$ cat config.mk
export PLATFORM = sky130hd
export DESIGN_NAME = address_region_table_unit
export DESIGN_NICKNAME = d
export VERILOG_FILES = /design/src/hdl/art_pkg.sv /design/src/hdl/art_ctrl.sv /design/src/hdl/art_dp.sv /design/src/hdl/address_region_table_unit.sv
export SDC_FILE = /design/constraint.sdc
export NUM_CORES = 2
export LEC_CHECK = 0
export BUFFER_PORTS_ARGS = -buffer_cell sky130_fd_sc_hd__buf_2
export CAP_MARGIN = 20
export CORE_MARGIN = 3
export CORE_UTILIZATION = 50
export DETAILED_ROUTE_END_ITERATION = 16
export GPL_TIMING_DRIVEN = 1
export PLACE_DENSITY_LB_ADDON = 0.05
export SLEW_MARGIN = 15
export SYNTH_ARGS = -nofsm -noshare
export SYNTH_HDL_FRONTEND = slang
export SYNTH_MEMORY_MAX_BITS = 65536
export SYNTH_SLANG_ARGS = --single-unit
$ cat constraint.sdc
create_clock -name clk_i -period 26.6 [get_ports clk_i]
set_input_delay 1.33 -clock clk_i [delete_from_list [all_inputs] [get_ports clk_i]]
set_output_delay 1.33 -clock clk_i [all_outputs]
set_load 0.01 [all_outputs]
$ cat src/hdl/art_pkg.sv
package art_pkg;

  localparam int unsigned MaxRegions = 64;
  localparam int unsigned PageBytes  = 4096;

  localparam logic [1:0] FUNC_MAP   = 2'd0;
  localparam logic [1:0] FUNC_FIND  = 2'd1;
  localparam logic [1:0] FUNC_CHECK = 2'd2;

  localparam logic [1:0] ST_OK      = 2'd0;
  localparam logic [1:0] ST_INVALID = 2'd1;
  localparam logic [1:0] ST_FULL    = 2'd2;

  localparam logic REG_USER_BASE = 1'b0;
  localparam logic REG_USER_TOP  = 1'b1;

  typedef struct packed {
    logic [1:0]  func;
    logic [31:0] addr;
    logic [31:0] length;
    logic [3:0]  flags;
    logic        write_access;
  } in_t;

  typedef struct packed {
    logic [1:0]  status;
    logic        found;
    logic [31:0] region_start;
    logic [31:0] region_end;
    logic [3:0]  region_flags;
    logic        access_ok;
  } out_t;

  typedef enum logic [2:0] {
    RS_INVALID,
    RS_FULL,
    RS_MAPPED,
    RS_FOUND,
    RS_NOTFOUND,
    RS_GRANT,
    RS_DENY
  } res_sel_e;

  typedef struct packed {
    logic     load;
    logic     scan_start;
    logic     scan_run;
    logic     capture;
    logic     advance;
    logic     commit;
    logic     out_load;
    res_sel_e res_sel;
  } cmd_t;

  typedef struct packed {
    logic [1:0] func;
    logic       win_ok;
    logic       ent_v;
    logic       ent_last;
    logic       hit;
    logic       ovl;
    logic       perm_ok;
    logic       end_reach;
    logic       full;
    logic       out_free;
  } sts_t;

endpackage

$ cat src/hdl/art_ctrl.sv
module art_ctrl (
  input  logic          clk_i,
  input  logic          rst_ni,
  input  logic          in_valid_i,
  output logic          in_ready_o,
  input  art_pkg::sts_t sts_i,
  output art_pkg::cmd_t cmd_o
);

  typedef enum logic [2:0] {
    S_IDLE,
    S_START,
    S_MAP,
    S_COMMIT,
    S_FIND,
    S_CHECK,
    S_DONE
  } state_e;

  state_e              state_q, state_d;
  art_pkg::res_sel_e   res_q, res_d;

  always_comb begin
    state_d = state_q;
    res_d   = res_q;
    cmd_o   = '0;
    cmd_o.res_sel = res_q;
    in_ready_o = (state_q == S_IDLE);
    case (state_q)
      S_IDLE: begin
        if (in_valid_i) begin
          cmd_o.load = 1'b1;
          state_d = S_START;
        end
      end
      S_START: begin
        cmd_o.scan_start = 1'b1;
        case (sts_i.func)
          art_pkg::FUNC_MAP: begin
            if (sts_i.win_ok) begin
              state_d = S_MAP;
            end else begin
              res_d = art_pkg::RS_INVALID;
              state_d = S_DONE;
            end
          end
          art_pkg::FUNC_FIND: begin
            state_d = S_FIND;
          end
          art_pkg::FUNC_CHECK: begin
            if (sts_i.win_ok) begin
              state_d = S_CHECK;
            end else begin
              res_d = art_pkg::RS_DENY;
              state_d = S_DONE;
            end
          end
          default: begin
            res_d = art_pkg::RS_INVALID;
            state_d = S_DONE;
          end
        endcase
      end
      S_MAP: begin
        cmd_o.scan_run = 1'b1;
        if (sts_i.ent_v) begin
          if (sts_i.ovl) begin
            res_d = art_pkg::RS_INVALID;
            state_d = S_DONE;
          end else if (sts_i.ent_last) begin
            state_d = S_COMMIT;
          end
        end
      end
      S_COMMIT: begin
        if (sts_i.full) begin
          res_d = art_pkg::RS_FULL;
        end else begin
          cmd_o.commit = 1'b1;
          res_d = art_pkg::RS_MAPPED;
        end
        state_d = S_DONE;
      end
      S_FIND: begin
        cmd_o.scan_run = 1'b1;
        if (sts_i.ent_v) begin
          if (sts_i.hit) begin
            cmd_o.capture = 1'b1;
            res_d = art_pkg::RS_FOUND;
            state_d = S_DONE;
          end else if (sts_i.ent_last) begin
            res_d = art_pkg::RS_NOTFOUND;
            state_d = S_DONE;
          end
        end
      end
      S_CHECK: begin
        cmd_o.scan_run = 1'b1;
        if (sts_i.ent_v) begin
          if (sts_i.hit) begin
            if (!sts_i.perm_ok) begin
              res_d = art_pkg::RS_DENY;
              state_d = S_DONE;
            end else if (sts_i.end_reach) begin
              res_d = art_pkg::RS_GRANT;
              state_d = S_DONE;
            end else begin
              cmd_o.advance = 1'b1;
              cmd_o.scan_start = 1'b1;
            end
          end else if (sts_i.ent_last) begin
            res_d = art_pkg::RS_DENY;
            state_d = S_DONE;
          end
        end
      end
      S_DONE: begin
        if (sts_i.out_free) begin
          cmd_o.out_load = 1'b1;
          state_d = S_IDLE;
        end
      end
      default: begin
        state_d = S_IDLE;
      end
    endcase
  end

  always_ff @(posedge clk_i or negedge rst_ni) begin
    if (!rst_ni) begin
      state_q <= S_IDLE;
      res_q   <= art_pkg::RS_INVALID;
    end else begin
      state_q <= state_d;
      res_q   <= res_d;
    end
  end

endmodule

$ cat src/hdl/art_dp.sv
module art_dp #(
  parameter int unsigned MAX_REGIONS = art_pkg::MaxRegions,
  parameter int unsigned PAGE_BYTES  = art_pkg::PageBytes
) (
  input  logic          clk_i,
  input  logic          rst_ni,
  input  art_pkg::in_t  in_data_i,
  input  logic [31:0]   user_base_i,
  input  logic [31:0]   user_top_i,
  input  art_pkg::cmd_t cmd_i,
  input  logic          out_ready_i,
  output art_pkg::sts_t sts_o,
  output logic          out_valid_o,
  output art_pkg::out_t out_data_o
);

  localparam int unsigned IW = (MAX_REGIONS > 1) ? $clog2(MAX_REGIONS) : 1;
  localparam int unsigned CW = $clog2(MAX_REGIONS + 1);
  localparam logic [33:0] PMASK = 34'(PAGE_BYTES - 1);

  typedef struct packed {
    logic [31:0] r_start;
    logic [31:0] r_end;
    logic [3:0]  r_perm;
  } ent_t;

  ent_t              mem_q [MAX_REGIONS];
  ent_t              rd_q;
  logic [MAX_REGIONS-1:0] valid_q;
  logic [CW-1:0]     cnt_q, count_q;
  logic [IW-1:0]     ridx_q, free_idx_q;
  logic              pv_q, rvld_q, free_found_q;

  logic [1:0]  func_q;
  logic [3:0]  flags_q;
  logic        wr_q;
  logic [31:0] s_q, cur_q;
  logic [33:0] e_q;

  ent_t        cap_q;
  logic        out_valid_q;
  art_pkg::out_t out_q, res;

  logic [33:0] sum, s_ld, e_ld;
  logic        rd_en;

  assign sum  = {2'b0, in_data_i.addr} + {2'b0, in_data_i.length};
  assign s_ld = (in_data_i.func == art_pkg::FUNC_MAP) ?
                ({2'b0, in_data_i.addr} & ~PMASK) : {2'b0, in_data_i.addr};
  assign e_ld = (in_data_i.func == art_pkg::FUNC_MAP) ? ((sum + PMASK) & ~PMASK) : sum;

  always_ff @(posedge clk_i) begin
    if (cmd_i.load) begin
      func_q  <= in_data_i.func;
      flags_q <= in_data_i.flags;
      wr_q    <= in_data_i.write_access;
      s_q     <= s_ld[31:0];
      e_q     <= e_ld;
    end
    if (cmd_i.load) begin
      cur_q <= s_ld[31:0];
    end else if (cmd_i.advance) begin
      cur_q <= rd_q.r_end;
    end
    if (cmd_i.capture) begin
      cap_q <= rd_q;
    end
  end

  // region store
  assign rd_en = cmd_i.scan_run && !cmd_i.scan_start && (cnt_q < CW'(MAX_REGIONS));

  always_ff @(posedge clk_i) begin
    if (cmd_i.commit) begin
      mem_q[free_idx_q] <= '{r_start: s_q, r_end: e_q[31:0], r_perm: flags_q};
    end
  end

  always_ff @(posedge clk_i) begin
    if (rd_en) begin
      rd_q <= mem_q[cnt_q[IW-1:0]];
    end
  end

  always_ff @(posedge clk_i or negedge rst_ni) begin
    if (!rst_ni) begin
      cnt_q        <= '0;
      pv_q         <= 1'b0;
      ridx_q       <= '0;
      rvld_q       <= 1'b0;
      free_found_q <= 1'b0;
      free_idx_q   <= '0;
      valid_q      <= '0;
      count_q      <= '0;
    end else begin
      if (cmd_i.scan_start) begin
        cnt_q        <= '0;
        pv_q         <= 1'b0;
        free_found_q <= 1'b0;
      end else if (cmd_i.scan_run) begin
        if (pv_q && !rvld_q && !free_found_q) begin
          free_found_q <= 1'b1;
          free_idx_q   <= ridx_q;
        end
        if (rd_en) begin
          pv_q   <= 1'b1;
          ridx_q <= cnt_q[IW-1:0];
          rvld_q <= valid_q[cnt_q[IW-1:0]];
          cnt_q  <= cnt_q + CW'(1);
        end else begin
          pv_q <= 1'b0;
        end
      end
      if (cmd_i.commit) begin
        valid_q[free_idx_q] <= 1'b1;
        count_q <= count_q + CW'(1);
      end
    end
  end

  // per-entry evaluation
  logic [32:0] guard_top;
  assign guard_top = {1'b0, rd_q.r_start} + 33'(PAGE_BYTES);

  always_comb begin
    sts_o.func      = func_q;
    sts_o.win_ok    = ({2'b0, user_base_i} <= {2'b0, s_q}) && ({2'b0, s_q} < e_q) &&
                      (e_q <= {2'b0, user_top_i});
    sts_o.ent_v     = pv_q;
    sts_o.ent_last  = (ridx_q == IW'(MAX_REGIONS - 1));
    sts_o.hit       = rvld_q && (rd_q.r_start <= cur_q) && (cur_q < rd_q.r_end);
    sts_o.ovl       = rvld_q && ({2'b0, rd_q.r_start} < e_q) && (s_q < rd_q.r_end);
    sts_o.perm_ok   = wr_q ? (rd_q.r_perm[1] &&
                              !(rd_q.r_perm[3] && ({1'b0, cur_q} < guard_top)))
                           : rd_q.r_perm[0];
    sts_o.end_reach = ({2'b0, rd_q.r_end} >= e_q);
    sts_o.full      = (count_q >= CW'(MAX_REGIONS)) || !free_found_q;
    sts_o.out_free  = !out_valid_q || out_ready_i;
  end

  // result assembly
  always_comb begin
    res = '0;
    case (cmd_i.res_sel)
      art_pkg::RS_INVALID: res.status = art_pkg::ST_INVALID;
      art_pkg::RS_FULL:    res.status = art_pkg::ST_FULL;
      art_pkg::RS_MAPPED: begin
        res.status       = art_pkg::ST_OK;
        res.region_start = s_q;
        res.region_end   = e_q[31:0];
        res.region_flags = flags_q;
      end
      art_pkg::RS_FOUND: begin
        res.found        = 1'b1;
        res.region_start = cap_q.r_start;
        res.region_end   = cap_q.r_end;
        res.region_flags = cap_q.r_perm;
      end
      art_pkg::RS_GRANT:   res.access_ok = 1'b1;
      default:             res = '0;
    endcase
  end

  always_ff @(posedge clk_i or negedge rst_ni) begin
    if (!rst_ni) begin
      out_valid_q <= 1'b0;
    end else if (cmd_i.out_load) begin
      out_valid_q <= 1'b1;
    end else if (out_ready_i) begin
      out_valid_q <= 1'b0;
    end
  end

  always_ff @(posedge clk_i) begin
    if (cmd_i.out_load) begin
      out_q <= res;
    end
  end

  assign out_valid_o = out_valid_q;
  assign out_data_o  = out_q;

endmodule

$ cat src/hdl/address_region_table_unit.sv
// map scans the table for overlap and commits after the last entry; find stops at the first hit
// check rescans the table once per region crossed
// map or check outside the user window, and the unused selector, answer without a table scan
// one item in flight; the next input transfer can come in the cycle after the result is loaded
// a finished result waits in the output register while the next item is taken
// reset clears valid bits, region count and control; user_base 0x00200000, user_top 0x80000000
module address_region_table_unit #(
  parameter int unsigned MAX_REGIONS = art_pkg::MaxRegions,
  parameter int unsigned PAGE_BYTES  = art_pkg::PageBytes
) (
  input  logic          clk_i,
  input  logic          rst_ni,
  input  logic          in_valid_i,
  output logic          in_ready_o,
  input  art_pkg::in_t  in_data_i,
  output logic          out_valid_o,
  input  logic          out_ready_i,
  output art_pkg::out_t out_data_o,
  input  logic          psel,
  input  logic          penable,
  input  logic          pwrite,
  input  logic [2:0]    paddr,
  input  logic [31:0]   pwdata,
  output logic [31:0]   prdata,
  output logic          pready
);

  logic [31:0]   user_base_q, user_top_q;
  art_pkg::cmd_t cmd;
  art_pkg::sts_t sts;
  logic          cfg_wr;

  assign pready = 1'b1;
  assign cfg_wr = psel && penable && pwrite;

  always_ff @(posedge clk_i or negedge rst_ni) begin
    if (!rst_ni) begin
      user_base_q <= 32'h0020_0000;
      user_top_q  <= 32'h8000_0000;
    end else if (cfg_wr) begin
      if (paddr[2] == art_pkg::REG_USER_BASE) begin
        user_base_q <= pwdata;
      end else begin
        user_top_q <= pwdata;
      end
    end
  end

  assign prdata = (paddr[2] == art_pkg::REG_USER_TOP) ? user_top_q : user_base_q;

  art_ctrl u_ctrl (
    .clk_i      (clk_i),
    .rst_ni     (rst_ni),
    .in_valid_i (in_valid_i),
    .in_ready_o (in_ready_o),
    .sts_i      (sts),
    .cmd_o      (cmd)
  );

  art_dp #(
    .MAX_REGIONS (MAX_REGIONS),
    .PAGE_BYTES  (PAGE_BYTES)
  ) u_dp (
    .clk_i       (clk_i),
    .rst_ni      (rst_ni),
    .in_data_i   (in_data_i),
    .user_base_i (user_base_q),
    .user_top_i  (user_top_q),
    .cmd_i       (cmd),
    .out_ready_i (out_ready_i),
    .sts_o       (sts),
    .out_valid_o (out_valid_o),
    .out_data_o  (out_data_o)
  );

endmodule

==> summary.md <==
| Metric | Value |
|---|---|
| Status | `finished clean` |
| CP max stage cell | `dfrtp_4` |
| Worst IR drop on VDD | `0.0000956 V` |
| Final nets | `between 10000 and 15000` |
| CP max stage delay | `950 ps` |
| Skew-Pair Late Insertion Delay | `1040 ps` |
| Commonest register cell after synthesis | `edfxtp_1` |
| Largest net degree at the start of global routing | `117` |
| Clock root buffer | `clkbuf_16` |
| Share of cells above drive strength 1 | `25.0%` |
| FP Rows | `227` |
| # IOs | `220` |
| Vias in the first global route | `101024` |
| Final Hold Fails | `0` |
| Core area | `383000 µm²` |
| Final period util | `25.7%` |
| RSZ-0062 raised after global routing | `false` |
| Crit path to | `u_dp.rd_q[46]$_DFFE_PP_` |
| Chip Width | `627 µm` |
| Syn_nets | `slightly below 10000` |
| Post-synthesis xor/xnor area fraction | `less than 1%` |
| Largest family of logic cells by synthesized area | `multiplexers` |
| Worst r2r src | `u_dp.cnt_q[0]$_DFFE_PN0P_` |
| Setup crit start kind | `flip-flop` |
| Compound-Gate Fraction of Synth Area | `3.89%` |
| CP Data Arrival Time | `approximately 7500 ps` |
| Critical Path RT | `27250 ps` |
| Ys Warns | `0` |
| Clock Sink Count | `4829` |
| Reg-to-reg slack, setup | `19760 ps` |
| # hold bufs at CTS | `0` |
| Height of the die | `627 µm` |
| Maximum fanout along the worst path | `37` |
| Slew Limit Fails | `0` |
| Min cycle time layout | `slightly below 7000 ps` |
| Worst-Margin Slew | `1200 ps` |
| WP buf/inv | `5` |
| Post-CTS Resized | `0` |
| Fmax achieved | `146 MHz` |
| Critical path endpoint category | `flip-flop` |
| Syn Area/Cell | `20.5 µm²` |
| Clock Skews | `62.0 ps` |
| First-pass GRT wire length | `slightly above 800 mm` |
| Final ANT Viol Nets | `0` |
| Mux contribution to synthesized area | `15.4%` |
| Worst min-delay path class | `in2async` |
| DRT Wirelength | `605 mm` |
| Synth Cell Area | `a little under 200000 µm²` |
| Post-Synthesis Cells | `9410` |
| GP Congestion | `0.904` |
| Final setup fails | `0` |
| Crit path cell chain | `buf_4, buf_4, buf_4, buf_4, buf_4, mux4_2, mux4_2, a21oi_1, a21oi_2` |
| Simple-Gate Fraction of Synth Area | `2.08%` |
| Placed insts | `14534` |
| Clk pin slew, worst setup/hold paths | `approximately 60 ps` |
| Router iterations before antenna repair | `6` |
| CTS tree | `yes` |
| Post-synth EDFFs | `~4700` |
| DP Wirelength | `between 300 and 400 mm` |
| Initial antenna violation count | `37` |
| R2R Path End | `u_dp.rd_q[46]$_DFFE_PP_` |
| Post-DR vias/cell | `6.59` |
| Crit path launch | `u_dp.cnt_q[0]$_DFFE_PN0P_` |
| GRT overflow | `0` |
| Power Total | `21.7 mW` |
| LEAKAGE | `about 70 nW` |
| DR WL/cell | `~39 µm` |
| CTS Buffer Depth | `4` |
| Postcts setup bufs | `0` |
| CTS Buf Count | `~520` |
| Seq/Total Area, Yosys | `74.8%` |
| H-tree depth | `6` |
| Initial Util | `approximately 50%` |
| Area grow syn2layout | `13.0%` |
| Power density over the cells | `99.4 nW/µm²` |
| Via count | `101900` |
| CP dominant cell by count | `buf_4` |
| Die area | `393000 µm²` |
| Finished Layout Cells | `15467` |
| Number of max-cap violations | `0` |
| Final Hold Slack | `about 190 ps` |
| Final Util | `56.9%` |
| Synth Register Bits | `4829` |
| Setup TNS | `0 ps` |
| # port buffers | `between 200 and 250` |
| DRT iter0 DRCs | `13878` |
| DRC Markers | `0` |
| Adder-Cell Fraction of Synth Area | `2.11%` |
| WS Path Type | `reg2reg` |
| All-Layer GR Usage | `30.6%` |
| CP Depth | `9` |
| Share of synthesized flip-flops with an asynchronous set or reset | `3.40%` |
| Slew margin rel. | `19.9%` |
| Delay-heaviest family, CP | `buffers and inverters` |
| R2R depth | `9` |
| Distinct cells, synth | `106` |
==> report_power, final <==
| part | internal (mW) | leakage (nW) | switching (mW) |
|---|---|---|---|
| Sequential | 8.84 | 44.1 | 0.322 |
| Combinational | 2.31 | 19.7 | 3.26 |
| Clock | 3.92 | 7.86 | 3.00 |
| Total | 15.1 | 71.7 | 6.58 |
==> stage by stage <==
stage	area, µm²	setup WS (ps)
after floorplan	193000	17360
after global placement	202000	19710
after detailed placement	202000	19730
after CTS	218000	19680
after global routing	218000	19230
final	218000	19760
==> flip-flops by register name, indices dropped and copies added (netlist names), 34 cells and up <==
register         cells
u_dp.cap_q          68
u_dp.e_q            34
u_dp.mem_q        4352
u_dp.out_data_o     72
u_dp.rd_q           68
u_dp.valid_q        64
==> cell type report <==
class                      count  area [µm²]
inverter                     205         790
fill                       28629      165000
tap                         5038        6300
sequential                  4829      144000
antenna                       15        37.5
timing repair buffer         548        3870
clock inverter               234        2210
clock buffer                 684       14000
multi-input combinational   3914       46400
==> worst min path at each step <==
stage,from,to,cells past startpoint
floorplan,u_dp.rd_q[2]$_DFFE_PP_,u_dp.cap_q[2]$_DFFE_PP_,0
CTS,rst_ni,u_dp.out_valid_o$_DFFE_PN0P_,1
global placement,u_dp.valid_q[14]$_DFFE_PN0P_,u_dp.valid_q[14]$_DFFE_PN0P_,1
global route,rst_ni,u_dp.out_valid_o$_DFFE_PN0P_,1
finish,rst_ni,u_dp.out_valid_o$_DFFE_PN0P_,1
detailed placement,u_dp.valid_q[23]$_DFFE_PN0P_,u_dp.valid_q[23]$_DFFE_PN0P_,1
==> cell usage after synthesis, drive strengths merged (14+ instances only) <==
master  number  area share, %
clkbuf     257           0.51
buf        205           0.50
nor2       202           0.39
a31oi       48           0.16
dfrtp      162            2.1
edfxtp    4665             73
and3        18          0.058
and2        27          0.088
nand2b      17          0.055
o221ai     203           0.93
mux4      1051             12
a21oi      259           0.69
o211ai      14          0.057
o22ai       99           0.32
o21ai      137           0.36
nor2b       19          0.062
a21o        61           0.24
xnor2       37           0.18
nand3       48           0.12
nand2      240           0.47
a211oi      55           0.23
mux2       124           0.72
a22o        70           0.32
or2         69           0.22
inv        204           0.40
nand4       57           0.19
nor3        45           0.12
ha         324            2.1
mux2i      455            2.4
xor2        37           0.17
==> placed cells by master, fill, tap and decap left out, types with 201 or more instances in the layout <==
| cell type | instances |
|---|---|
| mux2i_1 | 455 |
| a21oi_1 | 255 |
| edfxtp_1 | 4665 |
| nand2_1 | 237 |
| inv_1 | 201 |
| buf_2 | 215 |
| mux4_2 | 1051 |
| o221ai_1 | 202 |
| buf_4 | 308 |
| clkbuf_16 | 531 |
| ha_1 | 324 |
==> worst reg2reg max path: cells and delay by family, from the launching register on <==
kind,cells,cell delay [ps]
buffers and inverters,5,3670
multiplexers,2,1080
flip-flops,1,950
AO/OA/AOI/OAI,2,730
==> per-layer routing <==
metal	wire length (µm)	share of wire, %	global-route usage (%)	vias to the layer above
li1	-	-	-	40578
met1	237000	39	42.4	55345
met2	292000	48	49.2	4885
met3	49200	8.1	4.98	1084
met4	26100	4.3	11.8	8
met5	223	0.037	0.346	-
==> cell families (layout without fill, tap and decap cells) <==
logic type               Yosys count  after routing
AND/OR/NAND/NOR                  813            813
buffers and inverters            667           1671
multiplexers                    1630           1630
flip-flops                      4829           4829
other                              1             16
AO/OA/AOI/OAI                   1071           1071
XOR/XNOR                          74             74
adder cells (fa/ha/maj)          325            325
No activity file was read; power rests on OpenSTA's default activity.
